### src/sv/bre_pkg.sv
// types and constants shared across the black run extractor
package bre_pkg;

  localparam int POS_W      = 14;
  localparam int START_W    = 10;
  localparam int CNT_W      = 4;
  localparam int CFG_IDX_W  = 2;
  localparam int CFG_DATA_W = 14;

  localparam logic [CFG_IDX_W-1:0] REG_START_BYTE = 2'd0;
  localparam logic [CFG_IDX_W-1:0] REG_MIN_LENGTH = 2'd1;

  typedef struct packed {
    logic [7:0] pixel_byte;
    logic       first_of_line;
    logic       last_of_line;
  } in_item_t;

  typedef struct packed {
    logic [POS_W-1:0] seg_left;
    logic [POS_W-1:0] seg_right;
  } out_item_t;

  typedef struct packed {
    logic             first;
    logic             last;
    logic             all_black;
    logic [CNT_W-1:0] lead;
    logic [CNT_W-1:0] trail;
  } cls_t;

endpackage

### src/sv/black_run_extractor.sv
// top level of the black run extractor
//
//  channel  dir  handshake          beat
//  in       in   in_valid/in_stall   pixel byte, first and last of line
//  out      out  out_valid/out_stall run left and right pixel position
//  cfg      in   cfg_valid/cfg_ready register index and write data
//
// one byte beat per cycle while in_stall is low; each beat is written into the
// two entry queue and its run is loaded into the result register as it leaves,
// so out_valid rises once the closing byte has left the queue
// start_byte is reduced modulo LINE_BYTES as it is written; cfg_ready is always high
// rst clears the queue, the run state and the result register
// out_stall holds the result register while out_valid is high; the queue holds up to two beats
module black_run_extractor #(
  parameter int LINE_BYTES = 1024
) (
  input  logic                           clk,
  input  logic                           rst,
  input  logic                           in_valid,
  output logic                           in_stall,
  input  bre_pkg::in_item_t              in_data,
  output logic                           out_valid,
  input  logic                           out_stall,
  output bre_pkg::out_item_t             out_data,
  input  logic                           cfg_valid,
  output logic                           cfg_ready,
  input  logic [bre_pkg::CFG_IDX_W-1:0]  cfg_index,
  input  logic [bre_pkg::CFG_DATA_W-1:0] cfg_data
);
  import bre_pkg::*;

  localparam int IDX_W = $clog2(LINE_BYTES);

  logic [IDX_W-1:0] start_mod;
  logic [POS_W-1:0] min_length;
  logic             q_full;
  logic             q_push;
  logic             q_pop;
  logic             q_valid;
  cls_t             q_in;
  cls_t             q_head;

  bre_cfg #(.LINE_BYTES(LINE_BYTES)) u_cfg (
    .clk       (clk),
    .rst       (rst),
    .cfg_valid (cfg_valid),
    .cfg_ready (cfg_ready),
    .cfg_index (cfg_index),
    .cfg_data  (cfg_data),
    .start_mod (start_mod),
    .min_length(min_length)
  );

  bre_front u_front (
    .in_valid(in_valid),
    .in_stall(in_stall),
    .in_data (in_data),
    .q_full  (q_full),
    .q_push  (q_push),
    .q_data  (q_in)
  );

  bre_queue u_queue (
    .clk      (clk),
    .rst      (rst),
    .push     (q_push),
    .push_data(q_in),
    .full     (q_full),
    .pop      (q_pop),
    .valid    (q_valid),
    .head     (q_head)
  );

  bre_back #(.LINE_BYTES(LINE_BYTES)) u_back (
    .clk       (clk),
    .rst       (rst),
    .q_valid   (q_valid),
    .q_head    (q_head),
    .q_pop     (q_pop),
    .start_mod (start_mod),
    .min_length(min_length),
    .out_valid (out_valid),
    .out_stall (out_stall),
    .out_data  (out_data)
  );

  a_start_in_range: assert property (@(posedge clk) disable iff (rst)
    32'(start_mod) < 32'(LINE_BYTES))
    else $error("reduced start byte out of range");

  a_run_long_enough: assert property (@(posedge clk) disable iff (rst)
    out_valid |-> (POS_W'(out_data.seg_right - out_data.seg_left) >= min_length))
    else $error("result shorter than minimum length");

  a_out_held: assert property (@(posedge clk) disable iff (rst)
    (out_valid && out_stall) |=> (out_valid && $stable(out_data)))
    else $error("stalled run beat changed");

endmodule

### src/sv/bre_cfg.sv
// configuration registers and start byte modulo reduction
module bre_cfg #(
  parameter int LINE_BYTES = 1024
) (
  input  logic                                 clk,
  input  logic                                 rst,
  input  logic                                 cfg_valid,
  output logic                                 cfg_ready,
  input  logic [bre_pkg::CFG_IDX_W-1:0]        cfg_index,
  input  logic [bre_pkg::CFG_DATA_W-1:0]       cfg_data,
  output logic [$clog2(LINE_BYTES)-1:0]        start_mod,
  output logic [bre_pkg::POS_W-1:0]            min_length
);
  import bre_pkg::*;

  localparam int IDX_W = $clog2(LINE_BYTES);
  localparam int MUL_W = 2 * START_W + 1;
  localparam int SHIFT = START_W + IDX_W;
  localparam logic [MUL_W-1:0] DIV   = MUL_W'(LINE_BYTES);
  localparam logic [MUL_W-1:0] RECIP = MUL_W'((1 << SHIFT) / LINE_BYTES);

  logic [MUL_W-1:0] data_w;
  logic [MUL_W-1:0] prod;
  logic [MUL_W-1:0] quot;
  logic [MUL_W-1:0] rem_raw;
  logic [MUL_W-1:0] rem_fix;
  logic             wr;

  assign cfg_ready = 1'b1;
  assign wr        = cfg_valid && cfg_ready;

  // reciprocal estimate is low by at most one, one subtract corrects it
  assign data_w  = MUL_W'(cfg_data[START_W-1:0]);
  assign prod    = data_w * RECIP;
  assign quot    = prod >> SHIFT;
  assign rem_raw = data_w - quot * DIV;
  assign rem_fix = (rem_raw >= DIV) ? rem_raw - DIV : rem_raw;

  always_ff @(posedge clk) begin
    if (rst) begin
      start_mod  <= '0;
      min_length <= '0;
    end else if (wr) begin
      unique case (cfg_index)
        REG_START_BYTE: begin
          start_mod <= rem_fix[IDX_W-1:0];
        end
        REG_MIN_LENGTH: begin
          min_length <= cfg_data[POS_W-1:0];
        end
        default: begin
        end
      endcase
    end
  end

endmodule

### src/sv/bre_front.sv
// input side: accepts byte beats and classifies them
module bre_front (
  input  logic              in_valid,
  output logic              in_stall,
  input  bre_pkg::in_item_t in_data,
  input  logic              q_full,
  output logic              q_push,
  output bre_pkg::cls_t     q_data
);
  import bre_pkg::*;

  function automatic logic [CNT_W-1:0] lead_black(logic [7:0] b);
    logic [CNT_W-1:0] n;
    logic             stop;
    n    = '0;
    stop = 1'b0;
    for (int i = 7; i >= 0; i--) begin
      if (!stop) begin
        if (!b[i]) n = n + CNT_W'(1);
        else stop = 1'b1;
      end
    end
    return n;
  endfunction

  function automatic logic [CNT_W-1:0] trail_black(logic [7:0] b);
    logic [CNT_W-1:0] n;
    logic             stop;
    n    = '0;
    stop = 1'b0;
    for (int i = 0; i < 8; i++) begin
      if (!stop) begin
        if (!b[i]) n = n + CNT_W'(1);
        else stop = 1'b1;
      end
    end
    return n;
  endfunction

  assign in_stall = q_full;
  assign q_push   = in_valid && !in_stall;

  always_comb begin
    q_data.first     = in_data.first_of_line;
    q_data.last      = in_data.last_of_line;
    q_data.all_black = (in_data.pixel_byte == 8'h00);
    q_data.lead      = lead_black(in_data.pixel_byte);
    q_data.trail     = trail_black(in_data.pixel_byte);
  end

endmodule

### src/sv/bre_queue.sv
// two entry queue between front and back
module bre_queue (
  input  logic          clk,
  input  logic          rst,
  input  logic          push,
  input  bre_pkg::cls_t push_data,
  output logic          full,
  input  logic          pop,
  output logic          valid,
  output bre_pkg::cls_t head
);
  import bre_pkg::*;

  cls_t       mem [2];
  logic       wr_ptr;
  logic       rd_ptr;
  logic [1:0] count;

  assign full  = (count == 2'd2);
  assign valid = (count != 2'd0);
  assign head  = mem[rd_ptr];

  always_ff @(posedge clk) begin
    if (push) begin
      mem[wr_ptr] <= push_data;
    end
  end

  always_ff @(posedge clk) begin
    if (rst) begin
      wr_ptr <= 1'b0;
      rd_ptr <= 1'b0;
      count  <= 2'd0;
    end else begin
      if (push) wr_ptr <= !wr_ptr;
      if (pop) rd_ptr <= !rd_ptr;
      unique case ({push, pop})
        2'b10:   count <= count + 2'd1;
        2'b01:   count <= count - 2'd1;
        default: count <= count;
      endcase
    end
  end

endmodule

### src/sv/bre_back.sv
// run tracking and result register
module bre_back #(
  parameter int LINE_BYTES = 1024
) (
  input  logic                          clk,
  input  logic                          rst,
  input  logic                          q_valid,
  input  bre_pkg::cls_t                 q_head,
  output logic                          q_pop,
  input  logic [$clog2(LINE_BYTES)-1:0] start_mod,
  input  logic [bre_pkg::POS_W-1:0]     min_length,
  output logic                          out_valid,
  input  logic                          out_stall,
  output bre_pkg::out_item_t            out_data
);
  import bre_pkg::*;

  localparam int IDX_W = $clog2(LINE_BYTES);

  logic             in_run;
  logic             line_ended;
  logic [IDX_W-1:0] byte_index;
  logic [POS_W-1:0] run_left;
  logic [CNT_W-1:0] prior_trail;

  logic [IDX_W-1:0]       idx_next;
  logic [IDX_W+POS_W-1:0] pos_wide;
  logic [POS_W-1:0]       pos;
  logic [POS_W-1:0]       right;
  logic [POS_W-1:0]       run_len;
  logic [POS_W-1:0]       left_new;
  logic                   closes;
  logic                   opens;
  logic                   active;
  logic                   emit;

  assign q_pop    = q_valid && (!out_valid || !out_stall);
  assign idx_next = (byte_index == IDX_W'(LINE_BYTES - 1)) ? '0 : byte_index + IDX_W'(1);
  assign pos_wide = {{POS_W{1'b0}}, idx_next} << 3;
  assign pos      = pos_wide[POS_W-1:0];
  assign right    = pos + POS_W'(q_head.lead);
  assign run_len  = right - run_left;
  assign left_new = pos - POS_W'(prior_trail);
  assign active   = !q_head.first && !line_ended;
  assign closes   = in_run && (q_head.last || !q_head.all_black);
  assign opens    = !in_run && !q_head.last && q_head.all_black;
  assign emit     = active && closes && (run_len >= min_length);

  always_ff @(posedge clk) begin
    if (rst) begin
      in_run      <= 1'b0;
      line_ended  <= 1'b1;
      byte_index  <= '0;
      run_left    <= '0;
      prior_trail <= CNT_W'(8);
      out_valid   <= 1'b0;
    end else begin
      if (!out_valid || !out_stall) begin
        out_valid <= q_pop && emit;
      end
      if (q_pop) begin
        if (q_head.first) begin
          byte_index  <= start_mod;
          prior_trail <= q_head.trail;
          in_run      <= 1'b0;
          line_ended  <= q_head.last;
        end else if (!line_ended) begin
          byte_index  <= idx_next;
          prior_trail <= q_head.trail;
          // a run is open after any all-black byte that is not the last
          in_run      <= !q_head.last && q_head.all_black;
          line_ended  <= q_head.last;
          if (opens) begin
            run_left <= left_new;
          end
        end
      end
    end
  end

  always_ff @(posedge clk) begin
    if (q_pop && emit) begin
      out_data.seg_left  <= run_left;
      out_data.seg_right <= right;
    end
  end

endmodule

### config.mk
export PLATFORM = sky130hd
export DESIGN_NAME = black_run_extractor
export DESIGN_NICKNAME = d
export VERILOG_FILES = /design/src/sv/bre_pkg.sv /design/src/sv/black_run_extractor.sv /design/src/sv/bre_cfg.sv /design/src/sv/bre_front.sv /design/src/sv/bre_queue.sv /design/src/sv/bre_back.sv
export SDC_FILE = /design/constraint.sdc
export NUM_CORES = 1
export LEC_CHECK = 0
export ABC_AREA = 1
export BUFFER_PORTS_ARGS = -buffer_cell sky130_fd_sc_hd__buf_2
export CORE_MARGIN = 2
export CORE_UTILIZATION = 30
export DETAILED_ROUTE_END_ITERATION = 12
export SLEW_MARGIN = 20
export SYNTH_ARGS = -nofsm -noshare
export SYNTH_HDL_FRONTEND = slang
export SYNTH_SLANG_ARGS = --single-unit
### constraint.sdc
create_clock -name clk -period 14.2 [get_ports clk]
set_input_delay 2.13 -clock clk [delete_from_list [all_inputs] [get_ports clk]]
set_output_delay 2.13 -clock clk [all_outputs]
set_load 0.03 [all_outputs]
# After elaboration in Yosys (flattened, before gate mapping)
# Memories as Yosys holds them, arrays and structs flattened. A register that Yosys moved wholly into a read port is not among the register bits.
# Index checks and enable logic that the tools add are counted.
[totals] memories=1 elab_cells=142 register_bits=87 ram_bits=22 output_inout_bits=31
[classes] muxes=67 bitwise=2 n_eq_ne=6 n_addsub=21 magnitude_cmp=2 reduce_logical=30
[mem_list] memory="u_queue.mem" words=2 width=11 read_ports=1 rd_clocked_by_memory_dff=1 wr=1 line="bre_queue.sv:14" source="cls_t mem [2];"
[ops] operator="2-to-1 mux 4 bit" n=30
[ops] operator="adder 4 x 1 -> 4 bit (second input constant)" n=13
[ops] operator="2-to-1 mux 10 bit" n=4
[ops] operator="2-to-1 mux 1 bit" n=32
[ops] operator="adder 13 x 4 -> 14 bit" n=1
[ops] operator=">= comparator 14 bit" n=1
[ops] operator="subtractor 13 x 4 -> 14 bit" n=1
[ops] operator="subtractor 14 bit" n=1
[ops] operator=">= comparator 10 x 11 -> 1 bit (second input constant)" n=1
[ops] operator="adder 10 x 1 -> 10 bit (second input constant)" n=1
[ops] operator="== test 10 bit (second input constant)" n=1
[ops] operator="logical AND 1 bit" n=10
[ops] operator="logical NOT 1 bit" n=10
[ops] operator="subtractor 10 x 1 -> 10 bit (second input constant)" n=1
[ops] operator="logical NOT 8 bit" n=1
[ops] operator="AND reduction 2 bit" n=3
[ops] operator="== test 2 x 1 -> 1 bit (second input constant)" n=2
[ops] operator="== test 2 bit (second input constant)" n=2
[ops] operator="case mux 2 bit (2 select lines)" n=1
[ops] operator="AND reduction 4 bit" n=1
[ops] operator="nonzero test 2 bit" n=2
[ops] operator="adder 1 x 1 -> 2 bit (second input constant)" n=1
[ops] operator="adder 2 x 1 -> 2 bit (second input constant)" n=1
[ops] operator="logical NOT 2 bit" n=1
[ops] operator="other kinds (4)" n=6

# Depth between registers and ports, before layout
# Gate-level depths: netlist of the first run.
[depth] ltp_word=22 ltp_mapped=31 ltp_nobuf=31

# By module
# From an unflattened synthesis of the first run, not the netlist that was laid out.
[unflattened] cells_unflattened=846 area_unflattened_um2=6707.7
[modules_own_cells] mod="bre_back" seq_area_each_um2=1461.4 cells_each=501 area_per_inst_um2=3892.5 instances=1
[modules_own_cells] mod="bre_queue" seq_area_each_um2=760.7 cells_each=67 area_per_inst_um2=1058.5 instances=1
[modules_own_cells] mod="bre_cfg" seq_area_each_um2=480.5 cells_each=158 area_per_inst_um2=1039.7 instances=1
[modules_own_cells] mod="bre_front" seq_area_each_um2=0.0 cells_each=120 area_per_inst_um2=716.9 instances=1

# Worst setup path after synthesis of the first run
# No wires, ideal clock.
[synth_timing] path_type="input -> register" from="in in_data[3] in the netlist's numbering" to="mem u_queue.mem[0][1] in the netlist's numbering (data pin)" arrival_ns=5.203 setup_slack_ns=8.730 n_path_buf=0 path_stages=20 required_ns=13.933 path_cell_list="inv_1 > nor2_1 > ha_1 > nor2_1 > nor2_1 > ha_1 > a21oi_1 > a21oi_1 > ha_1 > nand2_1 > nand2_1 > ha_1 > or2_0 > and2_1 > ha_1 > nand3_1 > nand2_2 > ha_1 > nor2_1 > a31oi_1"
[synth_rtl] element="start: declaration" line="black_run_extractor.sv:21" source="input bre_pkg::in_item_t in_data,"
[synth_rtl] element="end: declaration" line="bre_queue.sv:14"

==> results by group, run 1 <==
Critical path
  – CP Data Arrival Time: about 5.6 ns
  – Startpoint type of the worst setup path: input port
  – Worst setup EP type: flop
  – Worst path bufs/invs: 2
  – Slowest CP cell: ha_1
  – Reg-to-reg endpoint: u_back.out_data[22]$_DFFE_PP_
  – WS Path Type: in2reg
  – Max FO, Critical Path: 4
  – Crit path capture: u_queue.mem[1][1]$_DFFE_PP_
  – Worst EP required: about 14 ns
  – CP Launch Point: in_data[3]
  – Worst path depth: 21
  – Max incr delay on CP: 0.30 ns
  – Crit path cell chain: buf_2 -> inv_1 -> nor2_1 -> ha_1 -> nor2_1 -> nor2_1 -> ha_1 -> a21oi_1 -> a21oi_1 -> ha_1 -> nand2_1 -> nand2_1 -> ha_1 -> or2_0 -> and2_1 -> ha_1 -> nand3_1 -> nand2_2 -> ha_1 -> nor2_1 -> a31oi_1
  – R2r startpoint: u_back.byte_index[0]$_SDFFE_PP0P_
  – Top cell family by delay on the critical path: adder cells
  – CP most frequent cell: ha_1
  – Register-to-register setup slack: just under 9 ns
  – R2r worst-path depth: 29

Global route
  – First-pass GRT wire length: 25000 um
  – Antenna violations before repair: 1
  – Tot GR Track Use: 0.1395
  – Largest net degree at the start of global routing: 41
  – GR Overflow Total: 0
  – Vias in the first global route: 5131

Placement
  – Dpl cell area: slightly above 7000 um2
  – Gp weighted congestion: 0.9515
  – HPWL after detailed placement: 11920 um
  – Port Buffers: 60

Yosys
  – YS warnings: 0
  – Area leader, netlist: edfxtp_1
  – Post-Synthesis Cells: 814
  – Post-synthesis sequential area ratio: 0.4162
  – Ys flop type: dfxtp_1
  – Synth cell count leaders: nand2_1, inv_1, nor2_1
  – Synthesized area per cell: 7.978 um2
  – Library cells used by synthesis: 50
  – Async SR Flop Fraction: 0
  – Net Count, Synth: 891
  – Area contributors post-synth: edfxtp_1, dfxtp_1, ha_1, nand2_1, inv_1
  – Yosys reg bits: 110
  – Post-synth top area share: 0.2312
  – Most numerous cell in the Yosys netlist: nand2_1
  – Mapped Area: 6494 um2
  – Post-synth EDFFs: 50

Layout
  – Layout fillers: 2209
  – Layout Utilization: 0.3462
  – Share of cells above drive strength 1: 0.1388
  – Fin area: 7325 um2
  – Area grow syn2layout: 12.79%
  – Nets: between 900 and 1000
  – Antenna cells: 0

STA
  – Setup TNS: 0 ns
  – RSZ-0062 raised after global routing: no
  – Clock period minus worst slack: 5.507 ns
  – Max-slew violations: 0
  – Peak Freq: 0.1816 GHz
  – Final Cycle Share: 0.3878
  – Hold_ws: 0.4339 ns
  – Final setup viols: 0
  – Fin. Hold Viols: 0
  – Slew margin rel.: 0.3582
  – Worst Tran Pin Value: approximately 0.96 ns
  – Worst clock skew: 0.008472 ns

Drt
  – Remaining DRCs: 0
  – WL final: 15230 um
  – Vias after detailed routing: 5372
  – DR WL/cell: 13.27 um
  – Vias per Instance: 4.684
  – Pre-antenna DRT Iters: 5
  – Initial DRC Count: 310
  – Remaining antenna violation count: 0

Power and ir drop
  – Switching Share: 0.4519
  – VDD IR-drop max: 0.0001094 V
  – Clock Power Share: 0.165
  – Register share of total power: 0.269
  – Total internal power: slightly above 0.8 mW
  – NetSw: between 0.6 and 0.7 mW
  – Combinational Power Share: 0.566
  – Power per Cell Area: slightly above 200 nW/um2
  – Static Leakage: about 3.2 nW

Floorplan
  – Die Area: between 20000 and 25000 um2
  – Core area: 21150 um2
  – Die width: 151.1 um
  – Chip height: 151.1 um
  – Ports: 62
  – Rows: 53
  – Starting Density: 0.3070

CTS
  – Clk_lat worst skew: 0.35 ns
  – Clk sinks: 110
  – CTS Root Cell: clkbuf_16
  – Clock transition at path regs: 0.07 ns
  – Setup Buffers After CTS: 0
  – CTS Hold Bufs: 0
  – Depth of the CTS H-tree: 3
  – Clock Path Buffers: 2
  – Num CTS Buffers: 9
  – Resized Gates After CTS: 0
  – CTS tree: done

Run
  – Max Cap Viol: 0

Outcome
  – Status: finished clean

Worst hold path
  – Worst min path class: reg2reg
[worst min-delay path by stage]
stage | from | endpoint | slack, ns | cells past startpoint
6_report | u_back.run_left[2]$_SDFFE_PP0P_ | u_back.out_data[16]$_DFFE_PP_ | 0.43 | 0
5_1_grt | u_back.run_left[2]$_SDFFE_PP0P_ | u_back.out_data[16]$_DFFE_PP_ | 0.46 | 0
4_1_cts | u_back.run_left[2]$_SDFFE_PP0P_ | u_back.out_data[16]$_DFFE_PP_ | 0.43 | 0
3_5_place_dp | u_back.run_left[2]$_SDFFE_PP0P_ | u_back.out_data[16]$_DFFE_PP_ | 0.41 | 0
3_3_place_gp | u_back.run_left[1]$_SDFFE_PP0P_ | u_back.out_data[15]$_DFFE_PP_ | 0.41 | 0
2_1_floorplan | u_back.run_left[1]$_SDFFE_PP0P_ | u_back.out_data[15]$_DFFE_PP_ | 0.41 | 0
[stage by stage]
step | setup slack, ns | total power [mW] | std cells
4_1_cts | 8.723 | 1.518 | 1147
3_3_place_gp | 8.442 | 1.261 | 1131
3_5_place_dp | 8.362 | 1.266 | 1131
5_1_grt | 8.036 | 1.675 | 1147
2_1_floorplan | 8.730 | 1.082 | 814
6_report | 8.693 | 1.514 | 1147
[layout make-up]
class	count	area [um2]	area share
clock buffers	12	236.5	0.03229
multi-input cells	562	3223	0.4400
flip-flops and latches	110	2703	0.3690
repair buffers	61	307.8	0.04202
clock inverters	4	48.80	0.006662
well taps	275	344.1	0.04698
inverters	123	461.7	0.06303
[per-layer routing]
metal | routed length, um | track usage | vias up
met4 | 330 | 0.04720 | 2
met1 | 6914 | 0.1727 | 2428
met5 | 13 | 0 | -
met2 | 7246 | 0.2459 | 113
met3 | 720 | 0.02319 | 23
li1 | - | - | 2806
[cell families (layout without fill, tap and decap cells)]
kind of cell / after synthesis / after routing / synth area share
AND/OR/NAND/NOR: 320 / 320 / 0.2291
AO/OA/AOI/OAI: 169 / 169 / 0.1418
buffers and inverters: 142 / 200 / 0.08748
flip-flops: 110 / 110 / 0.4162
adder cells (fa/ha/maj): 46 / 46 / 0.08979
XOR/XNOR: 26 / 26 / 0.03507
other: 1 / 1 / 0.0005775
[layout by cell type (no fill, tap or decap), drive strengths merged, types with 3 or more instances in the layout]
master / count
and2: 3
buf: 61
xnor2: 8
o21ai: 70
xor2: 18
clkbuf: 12
inv: 121
o21bai: 4
nor3: 6
nor2: 92
a221oi: 6
a21oi: 74
a31oi: 6
or2: 4
nand2: 156
clkinv: 4
edfxtp: 50
nand4: 12
dfxtp: 60
ha: 45
nand3: 44
[sequential cells by signal, summed over array words and instances (netlist names), named ones only]
name                count
u_queue.count           2
u_back.out_data        28
u_back.prior_trail      4
u_back.line_ended       1
u_back.run_left        14
u_queue.mem            22
u_back.out_valid        1
u_queue.wr_ptr          1
u_queue.rd_ptr          1
u_back.in_run           1
u_cfg.start_mod        10
u_cfg.min_length       14
u_back.byte_index      10
[power groups by stage]
stage / Sequential (mW) / Combinational [mW] / Clock [mW]
6_report: 0.407 / 0.857 / 0.250
5_1_grt: 0.413 / 0.995 / 0.267
4_1_cts: 0.407 / 0.858 / 0.254
3_5_place_dp: 0.413 / 0.853 / 0
3_3_place_gp: 0.413 / 0.848 / 0
2_1_floorplan: 0.402 / 0.680 / 0
Power figures use the tool's default switching activity.
==> run 2, diff against run 1 <==
==> constraint.sdc (replaced) <==
create_clock -name clk -period 5.63 [get_ports clk]
set_input_delay 0.8445 -clock clk [delete_from_list [all_inputs] [get_ports clk]]
set_output_delay 0.8445 -clock clk [all_outputs]
set_load 0.03 [all_outputs]
==> run 2 against run 1 <==
Net effect: utilization grew 0.18 points; design area grew 0.51%; combinational power grew 150%; register-to-register slack lost 7.9 ns; clock-buffer cell count shrank 1; sequential power grew to 2.5 times the previous value.
==> results by group, run 2 (synthesized netlist as in run 1, its figures left out) <==
Worst hold path
  – Worst Hold Depth: 0 (unchanged)
  – Worst min path class: reg2reg (unchanged)
  – Hold EP: u_back.out_data[23]$_DFFE_PP_ (was u_back.out_data[16]$_DFFE_PP_)
  – HP Start: u_back.run_left[9]$_SDFFE_PP0P_ (was u_back.run_left[2]$_SDFFE_PP0P_)

CTS
  – CTS Hold Bufs: 0 (unchanged)
  – Clock Path Buffers: 2 (unchanged)
  – Clk_lat worst skew: 0.36 ns (was 0.35 ns)
  – CTS tree: done (unchanged)
  – CTS Root Cell: clkbuf_16 (unchanged)
  – Resized Gates After CTS: 0 (unchanged)
  – Depth of the CTS H-tree: 3 (unchanged)
  – Num CTS Buffers: 9 (unchanged)
  – Setup Buffers After CTS: 0 (unchanged)
  – Clock transition at path regs: 0.07 ns (about the same)
  – Clk sinks: 110 (unchanged)

STA
  – Fin. Hold Viols: 0 (unchanged)
  – Final Cycle Share: 0.8499
  – Final WS setup: 0.8452 ns (was 8.693 ns)
  – Final setup viols: 0 (unchanged)
  – Setup TNS: 0 ns (unchanged)
  – Worst clock skew: 0.009109 ns (was 0.008472 ns)
  – Hold_ws: 0.4337 ns (was 0.4339 ns)
  – Slew margin rel.: 0.3827 (was 0.3582)
  – Max-slew violations: 0 (unchanged)
  – Clock period minus worst slack: 4.785 ns
  – Peak Freq: 0.2090 GHz
  – Worst Tran Pin Value: 0.9225 ns (was 0.9568 ns)
  – RSZ-0062 raised after global routing: no (unchanged)

Power and ir drop
  – Static Leakage: 3.263 nW (was 3.231 nW)
  – Power per Cell Area: 519.9 nW/um2 (was 206.8 nW/um2)
  – VDD IR-drop max: 0.0002789 V (was 0.0001094 V)

Critical path
  – WS Path Type: reg2reg (was in2reg)
  – Slowest CP cell: dfxtp_1 (was ha_1)
  – Register-to-register setup slack: 0.85 ns (was 8.76 ns)
  – R2r worst-path depth: 28 (was 29)
  – CP most frequent cell: nand2_1 (was ha_1)
  – Max FO, Critical Path: 28 (was 4)
  – Worst EP required: 5.65 ns (was 14.29 ns)
  – Worst path bufs/invs: 4 (was 2)
  – Top cell family by delay on the critical path: simple AND/OR/NAND/NOR gates (was adder cells)
  – Worst setup EP type: flop (unchanged)
  – Reg-to-reg endpoint: u_back.out_data[14]$_DFFE_PP_ (was u_back.out_data[22]$_DFFE_PP_)
  – Startpoint type of the worst setup path: flop (was input port)
  – R2r startpoint: u_back.byte_index[0]$_SDFFE_PP0P_ (unchanged)
  – CP Launch Point: u_back.byte_index[0]$_SDFFE_PP0P_ (was in_data[3])
  – CP Data Arrival Time: 4.80 ns (was 5.60 ns)
  – Max incr delay on CP: 0.45 ns (was 0.30 ns)

Layout
  – Nets: 945 (was 944)
  – Most frequent cells in the layout: nand2_1, inv_1, nor2_1 (unchanged)
  – Layout Utilization: 0.3480 (was 0.3462)
  – Reg area: 2703 um2 (unchanged)
  – Commonest non-fill, non-tap cell in the layout: nand2_1 (unchanged)
  – Biggest register: u_back.out_data (unchanged)
  – Multi-input logic area: 3223 um2 (unchanged)
  – Largest regs: u_back.out_data (28), u_queue.mem (22) (unchanged)
  – Max FFs per register: 28 (unchanged)
  – Share of cells above drive strength 1: 0.1432 (was 0.1388)
  – Antenna cells: 0 (unchanged)
  – Layout fillers: 2215 (was 2209)
  – Area grow syn2layout: 13.37% (was 12.79%)

Global route
  – Vias in the first global route: 4981 (was 5131)
  – Tot GR Track Use: 0.1372 (was 0.1395)
  – Largest net degree at the start of global routing: 29 (was 41)
  – GR Overflow Total: 0 (unchanged)
  – Antenna violations before repair: 0 (was 1)
  – First-pass GRT wire length: 24540 um (was 25000 um)

Floorplan
  – Starting Density: 0.3070 (unchanged)
  – Die width: 151.1 um (unchanged)
  – Chip height: 151.1 um (unchanged)
  – Ports: 62 (unchanged)
  – Die Area: 22840 um2 (unchanged)
  – Core area: 21150 um2 (unchanged)
  – Rows: 53 (unchanged)

Drt
  – Vias per Instance: 4.667 (was 4.684)
  – Remaining DRCs: 0 (unchanged)
  – Vias after detailed routing: 5358 (was 5372)
  – DR WL/cell: 13.23 um (was 13.27 um)
  – Pre-antenna DRT Iters: 5 (unchanged)
  – Initial DRC Count: 263 (was 310)
  – WL final: 15190 um (was 15230 um)
  – Remaining antenna violation count: 0 (unchanged)

Placement
  – HPWL after detailed placement: 11990 um (was 11920 um)
  – Pre-CTS WS: 0.8806 ns (was 8.362 ns)
  – Port Buffers: 60 (unchanged)
  – Gp weighted congestion: 0.9062 (was 0.9515)

Outcome
  – Status: finished clean (unchanged)

Run
  – Max Cap Viol: 0 (unchanged)
==> run 2: worst max path at each step <==
| stage | end | slack [ns] | depth (start not counted) |
|---|---|---|---|
| after floorplan | u_back.out_data[0]$_DFFE_PP_ | 1.06 | 31 |
| after global routing | u_back.out_data[14]$_DFFE_PP_ | 0.34 | 32 |
| after global placement | u_back.out_data[25]$_DFFE_PP_ | 0.93 | 28 |
| final | u_back.out_data[14]$_DFFE_PP_ | 0.85 | 28 |
| after CTS | u_back.out_data[23]$_DFFE_PP_ | 0.86 | 28 |
| after detailed placement | u_back.out_data[25]$_DFFE_PP_ | 0.88 | 32 |
==> run 2: routing by layer <==
layer,global-route usage,routed length (um)
met5,0,0
met4,0.06869,581
met3,0.02349,678
met2,0.2316,7004
met1,0.1689,6920
==> run 2: where the power goes <==
group	switching [mW]	total (mW)	leakage, nW	internal, mW
clock	0.295	0.668	0.157	0.374
sequential	0.0839	1.03	0.967	0.946
combinational	1.33	2.13	2.14	0.799
==> run 2: final cells by class <==
class | count | area share
clock inverters | 5 | 0.008498
clock buffers | 11 | 0.03433
well taps | 275 | 0.04674
repair buffers | 62 | 0.04283
inverters | 123 | 0.06271
multi-input cells | 562 | 0.4378
flip-flops and latches | 110 | 0.3671
==> run 2: stage by stage <==
stage          area (um2)  instances  power, mW
2_1_floorplan        6494        814      2.729
3_3_place_gp         7047       1132      3.148
3_5_place_dp         7047       1132      3.173
4_1_cts              7362       1148      3.854
5_1_grt              7362       1148      4.213
6_report             7362       1148      3.827
==> run 2: worst reg2reg max path, delay by kind of cell, from the launching register on <==
family / cells / cell delay, ns
AOI/OAI and AO/OA: 4 / 0.80
and+or+nand+nor: 15 / 1.39
xor gates and xnor gates: 1 / 0.16
buffers and inverters: 4 / 0.59
adders and majority gates: 4 / 1.06
DFF: 1 / 0.45
